File: config.mk
export PLATFORM = sky130hd
export DESIGN_NAME = smbios_structure_walker
export DESIGN_NICKNAME = d
export VERILOG_FILES = /design/src/rtl/ssw_pkg.sv /design/src/rtl/ssw_cfg_regs.sv /design/src/rtl/ssw_walk_core.sv /design/src/rtl/smbios_structure_walker.sv
export SDC_FILE = /design/constraint.sdc
export NUM_CORES = 1
export LEC_CHECK = 0
export BUFFER_PORTS_ARGS = -buffer_cell sky130_fd_sc_hd__buf_2
export CORE_MARGIN = 1.5
export CORE_UTILIZATION = 50
export DETAILED_ROUTE_END_ITERATION = 10
export GPL_TIMING_DRIVEN = 1
export PLACE_DENSITY = 0.67
export SYNTH_ARGS = -nofsm -noshare
export SYNTH_HDL_FRONTEND = slang
export SYNTH_HIERARCHICAL = 1
export SYNTH_SLANG_ARGS = --single-unit
File: constraint.sdc
create_clock -name clk -period 19.4 [get_ports clk]
set_clock_uncertainty 0.05 [all_clocks]
set_input_delay 3.88 -clock clk [delete_from_list [all_inputs] [get_ports clk]]
set_output_delay 3.88 -clock clk [all_outputs]
set_load 0.02 [all_outputs]
File: src/rtl/ssw_pkg.sv
package ssw_pkg;

	// Default width of table offsets
	localparam int OFFSET_BITS_DEF = 32;

	// Header is type, length and two handle bytes
	localparam int unsigned HEADER_BYTES = 4;
	localparam logic [7:0] END_OF_TABLE_TYPE = 8'd127;

	// Configuration port
	localparam int APB_ADDR_BITS = 4;
	localparam int APB_DATA_BITS = 32;

	typedef enum logic [1:0] {
		REG_COUNT_MODE   = 2'd0,
		REG_STRUCT_LIMIT = 2'd1,
		REG_TABLE_LENGTH = 2'd2
	} reg_idx_t;

	typedef struct packed {
		logic        count_mode;
		logic [15:0] structure_limit;
		logic [31:0] table_length;
	} cfg_t;

	typedef struct packed {
		logic        found;
		logic [7:0]  stype;
		logic [7:0]  slength;
		logic [15:0] handle;
		logic [31:0] offset;
		logic [15:0] index;
		logic        short_hdr;
		logic        walk_end;
	} res_t;

endpackage

File: src/rtl/ssw_cfg_regs.sv
module ssw_cfg_regs
	import ssw_pkg::*;
(
	input  logic                     clk,
	input  logic                     arst_n,
	input  logic                     psel,
	input  logic                     penable,
	input  logic                     pwrite,
	input  logic [APB_ADDR_BITS-1:0] paddr,
	input  logic [APB_DATA_BITS-1:0] pwdata,
	output logic [APB_DATA_BITS-1:0] prdata,
	output logic                     pready,
	output cfg_t                     cfg
);

	reg_idx_t reg_idx;
	logic     wr_en;
	cfg_t     cfg_q;

	assign pready  = 1'b1;
	assign reg_idx = reg_idx_t'(paddr[3:2]);
	assign wr_en   = psel & penable & pwrite & pready;
	assign cfg     = cfg_q;

	// Register writes
	always_ff @(posedge clk or negedge arst_n) begin
		if (!arst_n) begin
			cfg_q <= '0;
		end else if (wr_en) begin
			case (reg_idx)
				REG_COUNT_MODE: begin
					cfg_q.count_mode <= pwdata[0];
				end
				REG_STRUCT_LIMIT: begin
					cfg_q.structure_limit <= pwdata[15:0];
				end
				REG_TABLE_LENGTH: begin
					cfg_q.table_length <= pwdata[31:0];
				end
				default: begin
				end
			endcase
		end
	end

	// Read mux
	always_comb begin
		case (reg_idx)
			REG_COUNT_MODE:   prdata = {31'd0, cfg_q.count_mode};
			REG_STRUCT_LIMIT: prdata = {16'd0, cfg_q.structure_limit};
			REG_TABLE_LENGTH: prdata = cfg_q.table_length;
			default:          prdata = '0;
		endcase
	end

endmodule

File: src/rtl/ssw_walk_core.sv
module ssw_walk_core
	import ssw_pkg::*;
#(
	parameter int OFFSET_BITS = OFFSET_BITS_DEF
) (
	input  logic       clk,
	input  logic       arst_n,
	input  logic       advance,
	input  logic [7:0] table_byte,
	input  logic       first_byte,
	input  cfg_t       cfg,
	output logic       res_valid,
	output res_t       res
);

	localparam int OB = OFFSET_BITS;
	localparam logic [32:0] CAP = (33'd1 << OB) - 33'd1;

	// Walk state
	logic [OB-1:0] offs_q, start_q;
	logic [OB:0]   scan_q;
	logic [2:0]    hidx_q;
	logic [7:0]    type_q, hlen_q;
	logic [15:0]   handle_q;
	logic          pz_q;
	logic [15:0]   done_q;
	logic          active_q;

	// State after a possible restart
	logic [OB-1:0] e_offs, e_start;
	logic [OB:0]   e_scan;
	logic [2:0]    e_hidx;
	logic [7:0]    e_type, e_hlen;
	logic [15:0]   e_handle;
	logic          e_pz;
	logic [15:0]   e_done;
	logic          e_active;

	// Next state
	logic [OB-1:0] n_offs, n_start;
	logic [OB:0]   n_scan;
	logic [2:0]    n_hidx;
	logic [7:0]    n_type, n_hlen;
	logic [15:0]   n_handle;
	logic          n_pz;
	logic [15:0]   n_done;
	logic          n_active;

	logic [OB-1:0] len;
	logic          empty, proceed, found, miss, is_end;
	logic [OB-1:0] o, nxt;
	logic [OB:0]   o_m1, from;
	logic [15:0]   done_inc;

	// Usable length, capped to the offset range
	assign len = ({1'b0, cfg.table_length} > CAP) ? CAP[OB-1:0] : cfg.table_length[OB-1:0];

	// Restart on a first byte
	always_comb begin
		e_offs   = first_byte ? '0 : offs_q;
		e_start  = first_byte ? '0 : start_q;
		e_scan   = first_byte ? '0 : scan_q;
		e_hidx   = first_byte ? '0 : hidx_q;
		e_type   = first_byte ? '0 : type_q;
		e_hlen   = first_byte ? '0 : hlen_q;
		e_handle = first_byte ? '0 : handle_q;
		e_pz     = first_byte ? 1'b0 : pz_q;
		e_done   = first_byte ? '0 : done_q;
		e_active = first_byte ? 1'b1 : active_q;
	end

	assign empty    = first_byte & ((cfg.count_mode & (cfg.structure_limit == 16'd0)) |
		({1'b0, len} < (OB+1)'(HEADER_BYTES)));
	assign proceed  = e_active & ~empty & (e_offs < len);
	assign o        = e_offs;
	assign nxt      = o + OB'(1);
	assign o_m1     = {1'b0, o} - (OB+1)'(1);
	assign done_inc = e_done + 16'd1;

	// Header capture, terminator search and end detection
	always_comb begin
		n_offs   = e_offs;
		n_start  = e_start;
		n_scan   = e_scan;
		n_hidx   = e_hidx;
		n_type   = e_type;
		n_hlen   = e_hlen;
		n_handle = e_handle;
		n_pz     = e_pz;
		n_done   = e_done;
		n_active = e_active & ~empty;
		found    = 1'b0;
		miss     = 1'b0;
		is_end   = 1'b0;
		from     = '0;
		if (proceed) begin
			n_offs = nxt;
			case (e_hidx)
				3'd0: n_type = table_byte;
				3'd1: begin
					n_hlen = table_byte;
					n_scan = {1'b0, e_start} + {{(OB-7){1'b0}}, table_byte};
				end
				3'd2: n_handle = {8'd0, table_byte};
				3'd3: n_handle = {table_byte, e_handle[7:0]};
				default: begin
				end
			endcase
			if (e_hidx < 3'(HEADER_BYTES))
				n_hidx = e_hidx + 3'd1;
			found = (n_hidx >= 3'd2) & (o != '0) & (o_m1 >= n_scan) & e_pz &
				(table_byte == 8'd0);
			n_pz = (table_byte == 8'd0);
			from = (n_scan > {1'b0, o}) ? n_scan : {1'b0, o};
			if (found) begin
				is_end = (cfg.count_mode & (done_inc >= cfg.structure_limit)) |
					(({2'b0, nxt} + (OB+2)'(HEADER_BYTES)) > {2'b0, len}) |
					(~cfg.count_mode & (n_type == END_OF_TABLE_TYPE));
			end else if (n_hidx == 3'(HEADER_BYTES)) begin
				miss = ({1'b0, from} + (OB+2)'(2)) > {2'b0, len};
			end
		end
	end

	// Result record
	always_comb begin
		res_valid = empty | found | miss;
		if (empty) begin
			res          = '0;
			res.walk_end = 1'b1;
		end else begin
			res.found     = found;
			res.stype     = n_type;
			res.slength   = n_hlen;
			res.handle    = n_handle;
			res.offset    = 32'(e_start);
			res.index     = e_done;
			res.short_hdr = (n_hlen < 8'(HEADER_BYTES));
			res.walk_end  = is_end | miss;
		end
	end

	// State update per processed byte
	always_ff @(posedge clk or negedge arst_n) begin
		if (!arst_n) begin
			offs_q   <= '0;
			start_q  <= '0;
			scan_q   <= '0;
			hidx_q   <= '0;
			type_q   <= '0;
			hlen_q   <= '0;
			handle_q <= '0;
			pz_q     <= 1'b0;
			done_q   <= '0;
			active_q <= 1'b0;
		end else if (advance) begin
			offs_q <= n_offs;
			pz_q   <= n_pz;
			if (found) begin
				// next header follows the double zero
				start_q  <= nxt;
				scan_q   <= {1'b0, nxt};
				hidx_q   <= '0;
				type_q   <= '0;
				hlen_q   <= '0;
				handle_q <= '0;
				done_q   <= done_inc;
				active_q <= ~is_end;
			end else begin
				start_q  <= n_start;
				scan_q   <= n_scan;
				hidx_q   <= n_hidx;
				type_q   <= n_type;
				hlen_q   <= n_hlen;
				handle_q <= n_handle;
				done_q   <= n_done;
				active_q <= n_active & ~miss;
			end
		end
	end

endmodule

File: src/rtl/smbios_structure_walker.sv
// SMBIOS structure table walker. Table bytes enter on the s_ stream, one per
// beat, with s_tuser set on the byte at offset zero to restart a walk. Each
// structure found gives one m_ beat with its header fields; the beat that ends
// the walk has m_tlast set, and m_tuser[0] clear if no terminator was seen.
// A byte is taken every cycle unless the output stalls: it lands in an input
// register, passes through one stage of compare and counter logic against the
// walk state, and the record lands in the output register. Program count_mode,
// structure_limit and table_length over the APB port (addresses 0x0, 0x4, 0x8)
// while no walk is in progress. OFFSET_BITS sets the width of the offset
// counters.
module smbios_structure_walker
	import ssw_pkg::*;
#(
	parameter int OFFSET_BITS = OFFSET_BITS_DEF
) (
	input  logic                     clk,
	input  logic                     arst_n,
	input  logic                     s_tvalid,
	output logic                     s_tready,
	input  logic [7:0]               s_tdata,  // [7:0] table_byte
	input  logic                     s_tuser,  // [0] first_byte
	output logic                     m_tvalid,
	input  logic                     m_tready,
	// [7:0] struct_type, [15:8] struct_length, [31:16] struct_handle,
	// [63:32] struct_offset, [79:64] struct_index
	output logic [79:0]              m_tdata,
	output logic [1:0]               m_tuser,  // [0] struct_found, [1] short_header
	output logic                     m_tlast,  // walk_end
	input  logic                     psel,
	input  logic                     penable,
	input  logic                     pwrite,
	input  logic [APB_ADDR_BITS-1:0] paddr,
	input  logic [APB_DATA_BITS-1:0] pwdata,
	output logic [APB_DATA_BITS-1:0] prdata,
	output logic                     pready
);

	cfg_t       cfg;
	res_t       res;
	logic       res_valid;
	logic       valid_s1, first_s1;
	logic [7:0] byte_s1;
	logic       advance;
	res_t       out_q;

	ssw_cfg_regs u_cfg (
		.clk    (clk),
		.arst_n (arst_n),
		.psel   (psel),
		.penable(penable),
		.pwrite (pwrite),
		.paddr  (paddr),
		.pwdata (pwdata),
		.prdata (prdata),
		.pready (pready),
		.cfg    (cfg)
	);

	// Stage moves when the output register has room
	assign advance  = valid_s1 & (~m_tvalid | m_tready);
	assign s_tready = ~valid_s1 | advance;

	// Input register
	always_ff @(posedge clk or negedge arst_n) begin
		if (!arst_n) begin
			valid_s1 <= 1'b0;
		end else if (s_tvalid && s_tready) begin
			valid_s1 <= 1'b1;
		end else if (advance) begin
			valid_s1 <= 1'b0;
		end
	end

	always_ff @(posedge clk) begin
		if (s_tvalid && s_tready) begin
			byte_s1  <= s_tdata;
			first_s1 <= s_tuser;
		end
	end

	ssw_walk_core #(
		.OFFSET_BITS(OFFSET_BITS)
	) u_core (
		.clk       (clk),
		.arst_n    (arst_n),
		.advance   (advance),
		.table_byte(byte_s1),
		.first_byte(first_s1),
		.cfg       (cfg),
		.res_valid (res_valid),
		.res       (res)
	);

	// Output register
	always_ff @(posedge clk or negedge arst_n) begin
		if (!arst_n) begin
			m_tvalid <= 1'b0;
		end else if (advance && res_valid) begin
			m_tvalid <= 1'b1;
		end else if (m_tready) begin
			m_tvalid <= 1'b0;
		end
	end

	always_ff @(posedge clk) begin
		if (advance && res_valid)
			out_q <= res;
	end

	assign m_tdata = {out_q.index, out_q.offset, out_q.handle, out_q.slength, out_q.stype};
	assign m_tuser = {out_q.short_hdr, out_q.found};
	assign m_tlast = out_q.walk_end;

	// A record without terminator always ends the walk
	a_miss_ends: assert property (@(posedge clk) disable iff (!arst_n)
		m_tvalid && !m_tuser[0] |-> m_tlast)
		else $error("record without terminator does not end walk");

	// A held byte is not dropped while the output stalls
	a_s1_held: assert property (@(posedge clk) disable iff (!arst_n)
		valid_s1 && !advance |=> valid_s1 && $stable(byte_s1))
		else $error("stalled input byte lost");

	// A new record never overwrites one still waiting
	a_no_overwrite: assert property (@(posedge clk) disable iff (!arst_n)
		m_tvalid && !m_tready |=> m_tvalid && $stable(m_tdata))
		else $error("waiting record overwritten");

endmodule

==> run summary, run 1 <==
DRT antenna net count = 0
Post-Syn Area per Cell = 9.18 µm²
initial antenna violation count = 1
I/O pin count = 170
DRT iter0 DRCs = 2029
minimum period implied by the final worst setup slack = 12.23 ns
Max Root-Sink Buffers = 3
worst-path maximum fanout = 67
layout cells sized above 1 = 15.4%
crit share post-route = 63.0%
cell repeated most along the worst path = ha_1
Placer Congestion = 0.946
largest net degree at the start of global routing = 88
Synth Area in Compound Gates = 17.9%
post-CTS repair timing setup buffer count = 0
flops & latches, synth = 293
post-DP HPWL = 49.5 mm
crit-path leading delay family = simple AND/OR/NAND/NOR gates
fillcell total = 3785
Root Driver = clkbuf_16
cell area after layout = 23600 µm²
Area after DPL = 22500 µm²
ANT cells = 0
nets@finish = 2681
Final Hold Viols = 0
Pwr Density = 81.5 nW/µm²
grt ovf = 0
Post-synth EDFFs = 92
worst-skew pair later-pin latency = 0.56 ns
mux share of post-synthesis cell area = 3.65%
Initial DRT Pass Iterations = 5
CP bufs+invs = 5
Post-Syn Instances = 2305
Max-Cap Viols = 0
critical-path cell with the highest stage delay = buf_4
status = completed
Slew Viols, Final = 0
Via density = 6.23
worst hold-check path type = register to register
ys async rst share = 68.6%
Synth-to-Final Area Change = 11.7%
Post-Route Utilization = 56.5%
Slowest Stage Delay on Critical Path = 0.72 ns
Total Power = 1.93 mW
Die Height = 209 µm
distinct cell type count after synthesis = 111
Total Neg Setup Slack = 0 ns
CTS tree = built
Seq/Total Area, Yosys = 36.8%
Die ar. = 43600 µm²
main combinational cell family by area after synthesis = simple AND/OR/NAND/NOR gates
Setup Viol. Count Final = 0
Cell Rows = 75
Die W = 209 µm
# clock sinks = 293
Primary FF master, synth = dfrtp_1
post-route DRC violation count = 0
initial core utilization = 50.6%
Synth Warn # = 6
XOR/XNOR Fraction of Synth Area = 5.38%
Slew @ Worst Pin = 1.20 ns
Worst Setup Path Type = register to register
vias in the first global route = 18.1k
PortBufs = 166
f_max = 81.8 MHz
commonest non-fill, non-tap cell in the layout = nand2_1
global-route usage over all layers = 30.7%
required time of the critical path = 19.52 ns
CTS clk-pin slew, worst paths = 0.06 ns
Synth Net Count = 2552
Routed WL = 66.9 mm
CTS Hold Buffers Added = 0
CTS H-tree lvls = 2
crit path DAT = 12.35 ns
core area = 41900 µm²
Post-Synth Adder-Cell Area = 11.6%
relative slew slack = 20.2%
total clock buffers created by CTS = 35
startpoint types = register
maximum VDD drop = 0.0000784 V
RSZ-0062 raised after global routing = false
CP Capture Type = register
Hold Slack = 0.429 ns
first-pass GRT wire length = 104 mm
vias = 18.7k
leakage = 10.7 nW
simple logic cell fraction of the synthesized area = 20.0%
PostCTS Resize Cnt = 0
most frequent cells in the layout = nand2_1, dfrtp_1, ha_1
Synth Cell Area = 21200 µm²
WL per Instance = 22.3 µm
[synthesized netlist by cell type (9+ instances only)]
cell / instances / share of area (%)
clkbuf_1: 70 / 1.2
a211oi_1: 16 / 0.57
a31oi_1: 15 / 0.44
nand4_1: 49 / 1.4
inv_1: 131 / 2.3
buf_1: 11 / 0.20
ha_1: 194 / 11
nor3_1: 57 / 1.3
nor4_1: 25 / 0.74
and3_1: 24 / 0.71
o211ai_1: 17 / 0.60
a21o_1: 36 / 1.3
nor2_1: 121 / 2.1
nand2_1: 288 / 5.1
mux2i_1: 13 / 0.61
edfxtp_1: 92 / 13
mux2_2: 55 / 2.9
xnor2_1: 92 / 3.8
nand2b_1: 12 / 0.35
nand3_1: 56 / 1.3
and4_1: 10 / 0.41
xor2_1: 38 / 1.6
and2_1: 26 / 0.77
buf_2: 15 / 0.35
a21oi_1: 101 / 2.4
or3_1: 11 / 0.33
a22o_1: 103 / 4.3
o21ai_0: 162 / 3.8
nor2b_1: 59 / 1.7
o21a_1: 9 / 0.32
dfrtp_1: 201 / 24
[power breakdown]
group | internal, mW | total (mW) | switching [mW]
Combinational | 0.190 | 0.529 | 0.339
Sequential | 0.682 | 0.737 | 0.0544
Clock | 0.393 | 0.661 | 0.269
[registers in the layout (all words and copies together) (netlist names)]
name             count
m_tdata             80
u_cfg/cfg           49
u_core/scan_q       33
u_core/offs_q       32
u_core/start_q      32
u_core/done_q       16
u_core/handle_q     16
byte_s1              8
u_core/hlen_q        8
u_core/type_q        8
u_core/hidx_q        3
m_tuser              2
first_s1             1
m_tlast              1
m_tvalid             1
u_core/active_q      1
u_core/pz_q          1
valid_s1             1
[worst paths after layout]
| path | start | cells after the start | endpoint | slack [ns] |
|---|---|---|---|---|
| min reg2reg | u_core/start_q[6] | 2 | u_core/start_q[6] | 0.43 |
| max in group asynchronous | arst_n | 2 | u_cfg/cfg[24] | 14.61 |
| min | u_core/start_q[6] | 2 | u_core/start_q[6] | 0.43 |
| max | first_s1 | 39 | m_tdata[77] | 7.17 |
| min in group asynchronous | arst_n | 1 | u_core/offs_q[30] | 3.35 |
| max reg2reg | first_s1 | 39 | m_tdata[77] | 7.17 |
[final cells by class]
cell class              count  area, µm²  area share (%)
repair buffers            198       1080            4.57
inverters                 139        522            2.21
flip-flops and latches    293       7790            33.0
well taps                 539        674            2.85
clock buffers              50       1050            4.46
multi-input cells        1767      12400            52.5
clock inverters            13        109           0.461
[stage by stage]
stage | std cells | setup WS, ns
floorplan | 2305 | 5.47
CTS | 2999 | 7.32
detailed placement | 2936 | 7.42
finish | 2999 | 7.17
global placement | 2936 | 7.59
global route | 2999 | 6.63
[metal layers]
metal | track usage, % | vias up | wire length, µm | part of all wire (%)
li1 | - | 8649 | - | -
met1 | 44.0 | 9042 | 30100 | 45
met2 | 47.1 | 871 | 29500 | 44
met3 | 4.30 | 130 | 5120 | 7.7
met4 | 11.5 | 0 | 2280 | 3.4
met5 | 0 | - | 0 | 0
[worst reg2reg max path, delay by kind of cell (launching register included)]
kind | cells | cell delay [ns]
DFF | 1 | 0.33
adders and majority gates | 4 | 1.43
and+or+nand+nor | 15 | 5.18
AOI/OAI and AO/OA | 13 | 2.74
xor gates and xnor gates | 2 | 0.24
buffers and inverters | 5 | 1.78
[cells by family (layout without fill, tap and decap cells)]
| family | after synthesis | count (layout) |
|---|---|---|
| AO/OA/AOI/OAI | 556 | 556 |
| XOR/XNOR | 130 | 130 |
| adder cells (fa/ha/maj) | 195 | 195 |
| buffers and inverters | 245 | 400 |
| flip-flops | 293 | 293 |
| multiplexers | 70 | 70 |
| other | 1 | 1 |
| AND/OR/NAND/NOR | 815 | 815 |
No activity file was read; power rests on OpenSTA's default activity.
==> inputs of run 2 (changes only) <==
clock period = 11.72 ns   (was 19.4 ns; I/O delays follow)
==> run 2 against run 1 <==
Effect of this change: core utilization is 0.069 points higher; clock-buffer cell count is 10 lower; sequential power increased by 66%; first-iteration DRC count fell by 11%; global-route usage down 0.51 points; flip-flop and latch count is the same; largest cell class unchanged; highest routed layer unchanged.
==> run summary, run 2 (synthesis gave the netlist of run 1 again) <==
# clock sinks = 293 (unchanged)
total clock buffers created by CTS = 35 (unchanged)
Slew @ Worst Pin = 1.26 ns (+0.0646 ns)
Total Power = 3.15 mW (+63%)
FF+latch area = 7790 µm² (unchanged)
worst-path maximum fanout = 26 (-61%)
CTS tree = built
post-CTS repair timing setup buffer count = 0 (unchanged)
Die ar. = 43600 µm² (unchanged)
RSZ-0062 raised after global routing = false
PostCTS Resize Cnt = 0 (unchanged)
Multi-input gate area = 12400 µm² (about the same)
global-route usage over all layers = 30.2% (-0.51 points)
Pwr Density = 133 nW/µm² (+63%)
Slowest Stage Delay on Critical Path = 0.66 ns (-0.06 ns)
commonest non-fill, non-tap cell in the layout = nand2_1
Routed WL = 66.2 mm (-1.1%)
post-route DRC violation count = 0 (unchanged)
status = completed
Max Root-Sink Buffers = 3 (unchanged)
I/O pin count = 170 (unchanged)
fillcell total = 3799 (+0.37%)
Max-Cap Viols = 0 (unchanged)
DRT iter0 DRCs = 1814 (-11%)
Via density = 6.26 (+0.44%)
initial core utilization = 50.6% (unchanged)
Cell Rows = 75 (unchanged)
Root Driver = clkbuf_16
leakage = 10.7 nW (about the same)
critical-path cell with the highest stage delay = nor4_1
Worst Setup Path Type = register to register
DRT antenna net count = 0 (unchanged)
CTS Hold Buffers Added = 0 (unchanged)
nets@finish = 2686 (+0.19%)
Total Neg Setup Slack = 0 ns (unchanged)
maximum VDD drop = 0.000107 V (+36%)
CTS H-tree lvls = 2 (unchanged)
minimum period implied by the final worst setup slack = 11.00 ns (-1.23 ns)
f_max = 90.9 MHz (+11%)
Final Hold Viols = 0 (unchanged)
worst hold-check path type = register to register
Synth-to-Final Area Change = 11.8%
CTS clk-pin slew, worst paths = 0.06 ns (about the same)
layout cells sized above 1 = 15.8% (+0.37 points)
min setup slack post-route = 0.723 ns (-6.45 ns)
Placed Cells = 2941 (+0.17%)
first-pass GRT wire length = 103 mm (-0.84%)
crit share post-route = 93.8% (+31 points)
grt ovf = 0 (unchanged)
initial antenna violation count = 1 (unchanged)
post-DP HPWL = 49.5 mm (about the same)
vias = 18.8k (+0.61%)
max FFs per register = 80 (unchanged)
required time of the critical path = 11.93 ns (-7.59 ns)
WL per Instance = 22.0 µm (-1.3%)
most frequent cells in the layout = nand2_1, dfrtp_1, ha_1
Slew Viols, Final = 0 (unchanged)
startpoint types = register
Hold Slack = 0.433 ns (+0.00415 ns)
crit path DAT = 11.21 ns (-1.14 ns)
Non-Filler Instances = 3004 (+0.17%)
relative slew slack = 15.8% (-4.3 points)
Die Height = 209 µm (unchanged)
Die W = 209 µm (unchanged)
Setup WS pre-CTS = 1.13 ns (-6.29 ns)
Setup Viol. Count Final = 0 (unchanged)
Placer Congestion = 0.961 (+1.6%)
CP Capture Type = register
worst-skew pair later-pin latency = 0.57 ns (about the same)
Initial DRT Pass Iterations = 8 (+3)
core area = 41900 µm² (unchanged)
PortBufs = 166 (unchanged)
vias in the first global route = 18.2k (+0.46%)
ANT cells = 0 (unchanged)
largest net degree at the start of global routing = 74 (-16%)
[run 2: changes by cell type in the layout (fill, tap and decap cells not counted), moves of 2 or more]
cell / delta
clkinv_2: +7
buf_4: +2
clkinv_1: -3
clkbuf_8: -6
buf_12: +3
clkbuf_16: -2
inv_6: +4
clkbuf_1: -2
clkinvlp_4: +2
[run 2: metrics by stage]
| step | cell area [µm²] | utilization, % |
|---|---|---|
| floorplan | 21200 | - |
| global placement | 22500 | 53.9 |
| detailed placement | 22500 | 53.9 |
| CTS | 23700 | 56.5 |
| global route | 23700 | 56.5 |
| finish | 23700 | 56.5 |
[run 2: metal layers]
layer  share of wire [%]  global-route usage, %  vias to the layer above
li1                    -                      -                     8630
met5                   0                      0                        -
met2                  44                   47.0                      902
met1                  44                   42.6                     9146
met4                 2.9                   10.1                        0
met3                 9.0                   5.09                      128
[run 2: layout make-up]
type	count	share of cell area [%]
Timing Repair Buffer	203	4.88
Sequential cell	293	32.9
Clock inverter	23	0.841
Tap cell	539	2.85
Inverter	139	2.20
Multi-Input combinational cell	1767	52.4
Clock buffer	40	3.87
[run 2: power by group]
part	internal, mW	switching [mW]	leakage (nW)
registers	1.13	0.0893	3.46
logic	0.316	0.559	6.65
clock network	0.594	0.462	0.553
[run 2: path summary, 6_finish.rpt]
path | from | end | slack (ns) | cells past startpoint
max | first_s1 | m_tdata[72] | 0.72 | 39
min | u_core/start_q[6] | u_core/start_q[6] | 0.43 | 2
max reg2reg | first_s1 | m_tdata[72] | 0.72 | 39
min reg2reg | u_core/start_q[6] | u_core/start_q[6] | 0.43 | 2
max in group asynchronous | arst_n | u_core/offs_q[28] | 8.45 | 2
min in group asynchronous | arst_n | u_core/type_q[7] | 1.76 | 1
[run 2: critical path, delay by kind of cell (launching register included)]
family / cells / cell delay, ns
fa+ha+maj: 4 / 1.30
flops: 1 / 0.64
buf+inv: 5 / 1.00
simple gates: 14 / 4.52
compound gates: 14 / 2.91
xor+xnor: 2 / 0.21
==> inputs of run 3 (changes only) <==
--- a/config.mk
+++ b/config.mk
@@ -8,8 +8,8 @@
 export BUFFER_PORTS_ARGS = -buffer_cell sky130_fd_sc_hd__buf_2
 export CORE_MARGIN = 1.5
-export CORE_UTILIZATION = 50
+export CORE_UTILIZATION = 43
 export DETAILED_ROUTE_END_ITERATION = 10
 export GPL_TIMING_DRIVEN = 1
-export PLACE_DENSITY = 0.67
+export PLACE_DENSITY = 0.59
 export SYNTH_ARGS = -nofsm -noshare
 export SYNTH_HDL_FRONTEND = slang
==> constraint.sdc (replaced) <==
create_clock -name clk -period 11.72 [get_ports clk]
set_clock_uncertainty 0.05 [all_clocks]
set_input_delay 0.586 -clock clk [delete_from_list [all_inputs] [get_ports clk]]
set_output_delay 0.586 -clock clk [all_outputs]
set_load 0.02 [all_outputs]
==> run 3 against run 2 <==
Effect of this change: die area rose by 16%; total power increased by 4.8%; via count decreased by 1.3%; sequential share of layout area decreased by 0.46 points; combinational power is 0.5% higher; critical path depth down 1; global-route usage down 3.0 points; maximum frequency up 2.2%; sequential power barely moved; critical path type unchanged; highest routed layer unchanged.
==> run summary, run 3 (synthesis gave the netlist of run 1 again) <==
status = completed
I/O pin count = 170 (unchanged)
grt ovf = 0 (unchanged)
leakage = 10.8 nW (+0.88%)
CTS clk-pin slew, worst paths = 0.06 ns (about the same)
commonest non-fill, non-tap cell in the layout = nand2_1
startpoint types = register
Slew Viols, Final = 0 (unchanged)
metal1 wirelength = 31.1 mm (+7.7%)
most frequent cells in the layout = nand2_1, dfrtp_1, ha_1
Total Power = 3.30 mW (+4.8%)
Placer Congestion = 0.944 (-1.8%)
Total Neg Setup Slack = 0 ns (unchanged)
CTS tree = built
Post-Route Utilization = 49.2% (-7.3 points)
Setup Viol. Count Final = 0 (unchanged)
DRT antenna net count = 0 (unchanged)
Die W = 225 µm (+7.7%)
crit path DAT = 10.93 ns (-0.28 ns)
worst hold-check path type = input port to register
# clock sinks = 293 (unchanged)
maximum VDD drop = 0.0000963 V (-9.9%)
global-route usage over all layers = 27.2% (-3.0 points)
Final Hold Viols = 0 (unchanged)
RSZ-0062 raised after global routing = false
Pwr Density = 137 nW/µm² (+3.3%)
WL met2 = 31.2 mm (+5.9%)
relative slew slack = 17.5% (+1.7 points)
WL per Instance = 21.9 µm (-0.55%)
reg2reg setup slack = 0.96 ns (+0.24 ns)
vias in the first global route = 17.9k (-1.4%)
post-CTS repair timing setup buffer count = 0 (unchanged)
Slowest Stage Delay on Critical Path = 0.80 ns (+0.14 ns)
Cell Rows = 81 (+8.0%)
CTS Hold Buffers Added = 1 (+1)
Max Root-Sink Buffers = 3 (unchanged)
post-route DRC violation count = 0 (unchanged)
worst-skew pair later-pin latency = 0.58 ns (about the same)
Die ar. = 50600 µm² (+16%)
minimum period implied by the final worst setup slack = 10.76 ns (-0.241 ns)
largest net degree at the start of global routing = 74 (unchanged)
DRT iter0 DRCs = 1758 (-3.1%)
initial antenna violation count = 1 (unchanged)
Die Height = 225 µm (+7.7%)
CP Capture Type = register
CTS H-tree lvls = 2 (unchanged)
initial core utilization = 43.4% (-7.2 points)
vias = 18.6k (-1.3%)
crit share post-route = 91.8% (-2.1 points)
Initial DRT Pass Iterations = 6 (-2)
Routed WL = 68.8 mm (+3.9%)
Slew @ Worst Pin = 1.23 ns (-0.0255 ns)
Via density = 5.91 (-5.6%)
post-DP HPWL = 51.6 mm (+4.1%)
Max-Cap Viols = 0 (unchanged)
DR top layer = met4
Synth-to-Final Area Change = 13.4%
PortBufs = 166 (unchanged)
total clock buffers created by CTS = 37 (+5.7%)
layout cells sized above 1 = 15.7% (-0.064 points)
ANT cells = 0 (unchanged)
met3 routed WL = 4.72 mm (-21%)
worst-path maximum fanout = 65 (+150%)
core area = 48700 µm² (+16%)
max FFs per register = 80 (unchanged)
PostCTS Resize Cnt = 0 (unchanged)
fillcell total = 4638 (+22%)
Root Driver = clkbuf_16
f_max = 93.0 MHz (+2.2%)
critical-path cell with the highest stage delay = edfxtp_1
required time of the critical path = 11.90 ns (-0.03 ns)
nets@finish = 2694 (+0.30%)
first-pass GRT wire length = 106 mm (+2.8%)
Worst Setup Path Type = register to register
-- run 3: final cells by class --
class	instances	area, µm²	share of cell area (%)
clock inverters	18	270	1.13
inverters	139	522	2.17
flip-flops and latches	293	7790	32.5
multi-input cells	1767	12400	51.6
repair buffers	209	1180	4.91
clock buffers	49	1010	4.21
well taps	664	831	3.46
-- run 3: path summary, 6_finish.rpt --
kind                                   startpoint                  to  cells past startpoint
min in group asynchronous                  arst_n  u_core/start_q[27]                      2
worst min-delay path                   s_tdata[6]          byte_s1[6]                      1
worst min register to register  u_core/start_q[2]   u_core/start_q[2]                      2
worst max-delay path                     first_s1         m_tdata[68]                     38
max in group asynchronous                  arst_n        u_cfg/cfg[4]                      3
worst max register to register           first_s1         m_tdata[68]                     38
-- run 3: stage by stage --
stage,hold slack [ns],worst slack [ns],instance area [µm²],cells
after floorplan,0.240,0.320,21200,2305
after global placement,0.406,1.47,22700,3071
after detailed placement,0.413,1.32,22700,3071
after CTS,0.110,1.22,24000,3139
after global routing,0.113,0.534,24000,3139
final,0.132,0.964,24000,3139
-- run 3: report_power, final --
part | switching (mW) | internal (mW)
Clock | 0.473 | 0.726
Sequential | 0.0915 | 1.13
Combinational | 0.558 | 0.320
-- run 3: worst max-delay path: cells and delay by family (launching register included) --
kind | cells | cell delay, ns
compound gates | 16 | 3.73
xor+xnor | 1 | 0.12
fa+ha+maj | 4 | 1.27
buf+inv | 4 | 0.68
flops | 1 | 0.80
simple gates | 13 | 3.66
-- run 3: routing by layer --
metal,track usage (%),up-vias
li1,-,8665
met3,3.44,94
met5,0,-
met4,7.71,0
met1,39.0,9074
met2,42.9,720
